**src/design/vsv_pkg.sv**
```systemverilog
// Shared types and constants for the version string validator.
// Depends on nothing; used by the step logic and the top level.
package vsv_pkg;

    // Parse phases
    localparam logic [1:0] PH_CORE = 2'd0;  // major.minor.patch digits
    localparam logic [1:0] PH_LIT  = 2'd1;  // matching "-beta."
    localparam logic [1:0] PH_NUM  = 2'd2;  // beta number

    localparam int unsigned PART_W    = 16;
    localparam logic [PART_W+3:0] PART_MAX = 20'd65535;
    localparam logic [2:0] BETA_LEN   = 3'd6;
    localparam logic [1:0] LAST_PART  = 2'd2;

    localparam logic [7:0] CH_DOT  = 8'h2E;
    localparam logic [7:0] CH_DASH = 8'h2D;

    typedef struct packed {
        logic [7:0] ch;
        logic       last;
    } vsv_in_t;

    typedef struct packed {
        logic valid_res;
    } vsv_out_t;

    // Parse state, less the character count (its width follows MAX_LEN)
    typedef struct packed {
        logic [1:0]        phase;
        logic [1:0]        part_index;
        logic [PART_W-1:0] part_value;
        logic              digit_seen;
        logic [2:0]        literal_index;
        logic              failed;
    } vsv_state_t;

    localparam vsv_state_t STATE_CLEAR = '{
        phase:         PH_CORE,
        part_index:    2'd0,
        part_value:    '0,
        digit_seen:    1'b0,
        literal_index: 3'd0,
        failed:        1'b0
    };

    // Characters of "-beta." by position
    function automatic logic [7:0] beta_char(input logic [2:0] idx);
        logic [7:0] c;
        case (idx)
            3'd0:    c = 8'h2D;  // '-'
            3'd1:    c = 8'h62;  // 'b'
            3'd2:    c = 8'h65;  // 'e'
            3'd3:    c = 8'h74;  // 't'
            3'd4:    c = 8'h61;  // 'a'
            3'd5:    c = 8'h2E;  // '.'
            default: c = 8'h00;
        endcase
        return c;
    endfunction

endpackage

```
**src/design/vsv_step.sv**
```systemverilog
// Combinational update of the parse state for one character.
// Depends on vsv_pkg.
module vsv_step
    import vsv_pkg::*;
#(
    parameter int unsigned MAX_LEN = 31,
    parameter int unsigned CNT_W   = $clog2(MAX_LEN + 1)
) (
    input  vsv_state_t       cur,
    input  logic [CNT_W-1:0] cur_cnt,
    input  vsv_in_t          item,
    output vsv_state_t       nxt,
    output logic [CNT_W-1:0] nxt_cnt,
    output logic             ok
);

    localparam logic [CNT_W-1:0] CNT_MAX = CNT_W'(MAX_LEN);

    vsv_state_t         s;
    logic [CNT_W-1:0]   cnt;
    logic               is_digit;
    logic [PART_W+3:0]  prod;

    assign is_digit = (item.ch inside {[8'h30:8'h39]});
    // value * 10 + digit
    assign prod = ({4'b0, cur.part_value} << 3) + ({4'b0, cur.part_value} << 1)
                + {16'b0, item.ch[3:0]};

    always_comb
    begin
        s   = cur;
        cnt = cur_cnt;
        if (!s.failed)
        begin
            if (cnt >= CNT_MAX)
            begin
                s.failed = 1'b1;
            end
            else
            begin
                cnt = cnt + CNT_W'(1);
                case (s.phase)
                    PH_CORE:
                    begin
                        if (is_digit)
                        begin
                            if (prod > PART_MAX)
                            begin
                                s.failed = 1'b1;
                            end
                            else
                            begin
                                s.part_value = prod[PART_W-1:0];
                                s.digit_seen = 1'b1;
                            end
                        end
                        else if (item.ch == CH_DOT && s.digit_seen && s.part_index < LAST_PART)
                        begin
                            s.part_index = s.part_index + 2'd1;
                            s.part_value = '0;
                            s.digit_seen = 1'b0;
                        end
                        else if (item.ch == CH_DASH && s.digit_seen
                                 && s.part_index == LAST_PART)
                        begin
                            s.phase         = PH_LIT;
                            s.literal_index = 3'd1;
                        end
                        else
                        begin
                            s.failed = 1'b1;
                        end
                    end
                    PH_LIT:
                    begin
                        if (s.literal_index < BETA_LEN
                            && item.ch == beta_char(s.literal_index))
                        begin
                            s.literal_index = s.literal_index + 3'd1;
                            if (s.literal_index == BETA_LEN)
                            begin
                                s.phase      = PH_NUM;
                                s.part_value = '0;
                                s.digit_seen = 1'b0;
                            end
                        end
                        else
                        begin
                            s.failed = 1'b1;
                        end
                    end
                    default:
                    begin
                        // beta number (unused code 3 behaves the same)
                        if (is_digit && prod <= PART_MAX)
                        begin
                            s.part_value = prod[PART_W-1:0];
                            s.digit_seen = 1'b1;
                        end
                        else
                        begin
                            s.failed = 1'b1;
                        end
                    end
                endcase
            end
        end

        ok = !s.failed && s.digit_seen
           && ((s.phase == PH_CORE && s.part_index == LAST_PART) || s.phase == PH_NUM);

        if (item.last)
        begin
            nxt     = STATE_CLEAR;
            nxt_cnt = '0;
        end
        else
        begin
            nxt     = s;
            nxt_cnt = cnt;
        end
    end

endmodule
```
**config.mk**
```make
export PLATFORM = sky130hd
export DESIGN_NAME = vsv_step
export DESIGN_NICKNAME = d
export VERILOG_FILES = /design/src/design/vsv_pkg.sv /design/src/design/vsv_step.sv
export SDC_FILE = /design/constraint.sdc
export NUM_CORES = 1
export LEC_CHECK = 0
export ABC_AREA = 1
export BUFFER_PORTS_ARGS = -buffer_cell sky130_fd_sc_hd__buf_4
export CAP_MARGIN = 20
export CORE_MARGIN = 2
export CORE_UTILIZATION = 58
export DETAILED_ROUTE_END_ITERATION = 10
export PLACE_DENSITY = 0.85
export SLEW_MARGIN = 20
export SYNTH_ARGS = -nofsm -noshare
export SYNTH_HDL_FRONTEND = slang
export SYNTH_SLANG_ARGS = --single-unit
```
**constraint.sdc**
```tcl
create_clock -name vclk -period 8
set_input_delay 2.4 -clock vclk [all_inputs]
set_output_delay 2.4 -clock vclk [all_outputs]
set_load 0.05 [all_outputs]
```
Word-level counts from Yosys, hierarchy flattened

Cells that the tools add are included.

Add/sub/neg operators: 5
Magnitude comparators: 7
Muxes and demuxes: 35
Eq/ne operators: 13
Reductions and logical operators: 15

Operators with widths:

| kind                                                                                | number |
|---|---|
| 17-bit two-way mux                                                                  | 4 |
| 25-bit two-way mux                                                                  | 2 |
| 7-bit case mux with 6 select lines                                                  | 1 |
| 17-bit case mux with 2 select lines                                                 | 1 |
| 24-bit two-way mux                                                                  | 1 |
| 8-bit two-way mux                                                                   | 3 |
| 19-bit by 17-bit adder with 20-bit output                                           | 1 |
| 20-bit by 4-bit adder with 20-bit output                                            | 1 |
| 20-bit by 16-bit greater-than comparator with 1-bit output, second input constant   | 1 |
| 20-bit by 16-bit <= comparator with 1-bit output, second input constant             | 1 |
| 20-bit two-way mux                                                                  | 1 |
| 19-bit two-way mux                                                                  | 1 |
| 8-bit by 6-bit equality test with 1-bit output, second input constant               | 2 |
| 5-bit two-way mux                                                                   | 3 |
| 1-bit logical AND                                                                   | 10 |
| 2-bit two-way mux                                                                   | 5 |
| 3-bit equality test, second input constant                                          | 3 |
| 8-bit equality test                                                                 | 1 |
| 8-bit by 6-bit greater-or-equal comparator with 1-bit output, second input constant | 1 |
| 8-bit by 6-bit <= comparator with 1-bit output, second input constant               | 1 |
| 4-bit two-way mux                                                                   | 2 |
| 2-bit equality test, second input constant                                          | 3 |
| 3-bit by 2-bit equality test with 1-bit output, second input constant               | 2 |
| 1-bit two-way mux                                                                   | 6 |
| other kinds (16)                                                                    | 18 |

Input port bits: 39
Flip-flop bits (word level): 0

Depth between registers and ports, before layout

Gate-level depths: netlist of the first run.

Word-level depth: 15
Mapped depth: 20

Worst setup path before layout of the first run

OpenSTA, ideal clock, no wires.

Kind: in2out
Start: input port cur[5] in the netlist's numbering
End: output port nxt[10] in the netlist's numbering
Required time: 5,600 ps
Stages: 18
Arrival time: 5,427 ps
Path slack: 173 ps
Cells stage by stage: inv_1 > fa_1 > inv_1 > fa_1 > nand2_1 > nand2_1 > nand3_1 > nand2_1 > nand2_1 > nand2_1 > nand2_1 > nand2_1 > nor2_4 > nand3_4 > buf_6 > o211ai_1 > nand2_1 > a21oi_1

RTL lines:

| what               | RTL line       | RTL |
|---|---|---|
| start: declaration | vsv_step.sv:9  | `input vsv_state_t cur,` |
| end: declaration   | vsv_step.sv:12 | `output vsv_state_t nxt,` |

==> flow_summary.toml, run 1 <==
[final_layout]
area_growth_pct = 21.76
clock_buffers = 0
final_nets = 726
regArea_um2 = 0
drive_above_1_share_pct = 15.37
nFillCells = 505
stdcell_area_um2 = 3606
design.seq.count = 0
post-route-util_pct = 71.98
final_cells = 714
antenna_cells = 0

[synth]
syn_avg_cell_area_um2 = 5.097
syn_nets = 661
netlist_instances = 581
syn_area_um2 = 2962
synth.distinct_cells = 29
ys_warn_count = 0
ys_seq_area_share_pct = 0

[global_route]
grt_pass1_vias = 3530
grt_use_total_pct = 32.34
grt_pass1_wl_mm = 14.90
antenna_found_initial = 0
overflow = 0
grt_max_degree = 24

[timing]
tightestPinTransition_ns = 0.8810
setup_viol = 0
layout_setup_ws_ns = 0.2221
maxSlewHeadroom_pct = 41.05
finalHoldViolCount = 0
rsz0062_at_grt = "false"
fmax_ghz = 0.1286
maxSlewViolCount = 0
holdWs_ns = 5.148
setup_tns_ns = 0
period_share_pct = 97.22
period_needed_ns = 7.778

[floorplanning]
start_util_pct = 59.12
coreArea_um2 = 5010
rows = 26
die_x_um = 75.46
fp.dieH_um = 75.46
ios = 70
die_area_um2 = 5693

[routing]
routedWlPerCell_um = 13.31
viasPerCell = 5.598
first_iter_violations = 282
vias = 3997
ant_nets = 0
routed_wl_mm = 9.503
drc_errors = 0
drtPass1Iterations = 6

[placement]
port_buffers = 70
place_ws_ns = 0.1907
routabilityCongestion = 0.9294
postPlaceCellArea_um2 = 3530
hpwlAfterDp_mm = 7.458
dp_cells = 710

[power]
vdd_ir_drop_max_mv = 0.05512
p_total_uw = 297.8
power_density_nw_per_um2 = 82.60
leakage_nw = 2.125

[critical_path]
cp.depth = 22
startpoint_type = "input port"
worstSetupPathType = "in2out"
cp-end-kind = "output port"
endpoint = "nxt[5]"
worst-path-buf-inv = 6
cp_cell_sequence = "buf_4, inv_1, fa_1, inv_1, fa_2, nand2_1, nand2_1, nand3_1, nand2_1, nand2_1, nand2_1, nand2_1, nand2_1, nor2_4, buf_8, buf_12, nand4_1, nand2_1, nand2_1, nand3_1, a21oi_1, buf_4"
crit_family = "simple AND/OR/NAND/NOR gates"
critPathMaxStageDelay_ns = 0.54
slowest_stage = "fa_1"
cp.required_ns = 5.60
cpMostUsedCell = "nand2_1"
arrival_ns = 5.38
setup.worst_path.start = "cur[5]"
cp_max_fo = 8

[min_path]
hold_depth = 3
holdCritStartpoint = "cur_cnt[3]"
worstHoldPathType = "in2out"

[clock_network]
ctsHoldBuffers = 0

[outcome]
status = "finished clean"

[flow_run]
drv_cap = 0
-- synth_stat cells, drive strengths merged --
library cell  count  area share (%)
and2              1            0.21
inv              87              11
nand3b            1            0.25
o21bai            2            0.51
nand3            47             8.5
a21oi            59              10
ha               39              16
clkbuf           10             1.3
nor2             41             6.0
nand2           210              27
nand4            13             2.7
buf               6             1.5
o211ai            6             1.5
a31oi             5             1.1
or2               3            0.63
o21ai            33             5.6
fa                2             1.4
xnor2             7             2.1
nor3              4            0.68
xor2              5             1.5
-- tightest hold or removal path, stage by stage --
cell     delay (ns)
buf_4          0.09
a31oi_1        0.07
buf_4          0.18
-- where the power goes --
| group | total, mW | switching [mW] | internal, mW |
|---|---|---|---|
| combinational | 0.298 | 0.191 | 0.106 |
| clock | 0 | 0 | 0 |
| sequential | 0 | 0 | 0 |
| total | 0.298 | 0.191 | 0.106 |
-- layout make-up --
class / count / area (um2) / share of cell area [%]
inverters: 87 / 329.1 / 9.126
multi-input cells: 479 / 2572 / 71.34
well taps: 70 / 87.58 / 2.429
repair buffers: 78 / 616.8 / 17.11
-- what timing repair did --
action | CTS | global route
endpoints found under the setup margin | 0 | 13
buffers inserted | 0 | 3
resized for setup | 0 | 9
-- cell usage in the layout, fill, tap and decap left out, drive strengths merged, types with 2 or more instances in the layout --
cell / count
ha: 39
o211ai: 6
a31oi: 5
nand4: 13
xor2: 5
xnor2: 7
buf: 78
o21bai: 2
fa: 2
a21oi: 59
nor3: 4
o21ai: 33
inv: 87
nor2: 41
nand2: 210
or2: 3
nand3: 48
-- per-layer routing --
layer	track usage [%]	part of all wire (%)
met3	2.513	8.1
met2	60.19	49
met4	10.14	2.7
met1	39.16	41
met5	0	0
-- logic make-up after synthesis --
group	after synthesis	share of synthesized area, %
AO/OA/AOI/OAI	105	18.76
buffers and inverters	103	13.81
adder cells (fa/ha/maj)	41	17.83
XOR/XNOR	12	3.549
AND/OR/NAND/NOR	320	46.05
-- worst min path at each step --
stage / endpoint / slack, ns
6_report: nxt_cnt[3] / 5.15
5_1_grt: nxt_cnt[3] / 5.17
4_1_cts: nxt_cnt[3] / 5.15
3_5_place_dp: nxt_cnt[3] / 5.14
3_3_place_gp: nxt_cnt[3] / 5.13
2_1_floorplan: nxt[0] / 4.97
No activity file was read; power rests on OpenSTA's default activity.
==> inputs of run 2 (changes only) <==
--- a/config.mk
+++ b/config.mk
@@ -9,9 +9,10 @@
 export BUFFER_PORTS_ARGS = -buffer_cell sky130_fd_sc_hd__buf_4
 export CAP_MARGIN = 20
 export CORE_MARGIN = 2
-export CORE_UTILIZATION = 58
+export CORE_UTILIZATION = 45
 export DETAILED_ROUTE_END_ITERATION = 10
-export PLACE_DENSITY = 0.85
+export PLACE_DENSITY = 0.69
+export SETUP_SLACK_MARGIN = 0.1
 export SLEW_MARGIN = 20
 export SYNTH_ARGS = -nofsm -noshare
 export SYNTH_HDL_FRONTEND = slang
==> run 2 against run 1 <==
Compared with the run above:
- wire length increased by 3.9%
- worst hold slack worse by 0.010 ns
- critical endpoint is now nxt[9]
- setup slack better by 0.13 ns
==> flow_summary.toml, run 2 (same netlist as run 1, synthesis figures left out) <==
[placement]
hpwlAfterDp_mm = 7.660
routabilityCongestion = 0.9226
port_buffers = 70

[power]
power_density_nw_per_um2 = 82.84
vdd_ir_drop_max_mv = 0.04345
leakage_nw = 2.159
p_total_uw = 307.3

[critical_path]
startpoint_type = "input port"
arrival_ns = 5.24
cp-end-kind = "output port"
cp_max_fo = 6
cp.required_ns = 5.60
worstSetupPathType = "in2out"

[routing]
routedWlPerCell_um = 13.53
drtPass1Iterations = 4
viasPerCell = 5.347
drc_errors = 0
first_iter_violations = 216
ant_nets = 0
vias = 3903
routed_wl_mm = 9.878

[final_layout]
drive_above_1_share_pct = 17.46
clock_buffers = 0
final_nets = 735
design.seq.count = 0
antenna_cells = 0
post-route-util_pct = 58.42
regArea_um2 = 0
final_common_cell = "nand2_1"
area_growth_pct = 25.26
final_cell_mix = "202 x nand2_1, 82 x buf_4, 80 x inv_1"

[global_route]
antenna_found_initial = 0
grt_pass1_vias = 3715
met2_usage_pct = 48.01
overflow = 0
use_met1_pct = 33.84
grt_max_degree = 24
use_met3_pct = 1.070
grt_pass1_wl_mm = 16.34
top_usage_layer = "met2"
grt_use_total_pct = 26.33

[timing]
fmax_ghz = 0.1308
period_share_pct = 95.55
finalHoldViolCount = 0
period_needed_ns = 7.644
maxSlewViolCount = 0
setup_viol = 0
tightestPinTransition_ns = 0.6831
setup_tns_ns = 0
rsz0062_at_grt = "false"
maxSlewHeadroom_pct = 54.41

[floorplanning]
die_area_um2 = 7246
die_x_um = 85.13
ios = 70
rows = 29
start_util_pct = 46.64
fp.dieH_um = 85.13
coreArea_um2 = 6350

[min_path]
worstHoldPathType = "in2out"

[outcome]
status = "finished clean"

[flow_run]
drv_cap = 0
-- run 2: changes by cell type in the layout (fill, tap and decap cells not counted), moves of 2 or more --
cell / delta
nand2_2: +3
nand3_4: +2
nand2_1: -3
buf_4: +8
-- run 2: through the flow --
step / hold slack [ns] / cell area [um2] / setup slack [ns] / cells
3_3_place_gp: 5.134 / 3553 / 0.2697 / 719
2_1_floorplan: 4.975 / 2962 / 0.1725 / 581
5_1_grt: 5.156 / 3710 / 0.08374 / 730
4_1_cts: 5.137 / 3553 / 0.1904 / 719
3_5_place_dp: 5.137 / 3553 / 0.1979 / 719
6_report: 5.138 / 3710 / 0.3560 / 730
-- run 2: path summary, 6_finish.rpt --
path / from / end / slack, ns / cells past startpoint
max: cur[5] / nxt[9] / 0.36 / 20
min: cur_cnt[3] / nxt_cnt[3] / 5.14 / 3
-- run 2: layout make-up --
class              count  area, um2
fillers              661       2640
multi-input cells    480       2614
repair buffers        86      668.1
inverters             87      331.6
well taps             77      96.34
-- run 2: report_power, final --
part | total (mW) | leakage, nW | internal (mW) | switching (mW)
logic | 0.307 | 2.16 | 0.112 | 0.195
clock network | 0 | 0 | 0 | 0
registers | 0 | 0 | 0 | 0
total | 0.307 | 2.16 | 0.112 | 0.195
-- run 2: worst max-delay path: stages --
cell and delay [ns]:
buf_4 0.11, inv_2 0.05, fa_1 0.52, inv_1 0.07
fa_2 0.36, nand2_1 0.09, nand2_2 0.07, nand3_2 0.08
nand2_1 0.08, nand2_1 0.09, nand2_1 0.05, nand2_1 0.06
nand2_1 0.07, nor2_4 0.16, buf_6 0.13, nand3_4 0.14
o211ai_1 0.25, nand2_1 0.08, a21oi_1 0.15, buf_4 0.22
-- run 2: layer usage --
metal	vias to the layer above	routed length (um)
met5	-	0
met4	0	197
met3	20	495
met2	111	4758
met1	1739	4426
li1	2033	-
-- run 2: timing repair --
item                       in CTS  in global routing
setup buffers                   0                  9
setup endpoints to repair       0                 19
hold buffers                    0                  0
resized for setup               0                 19
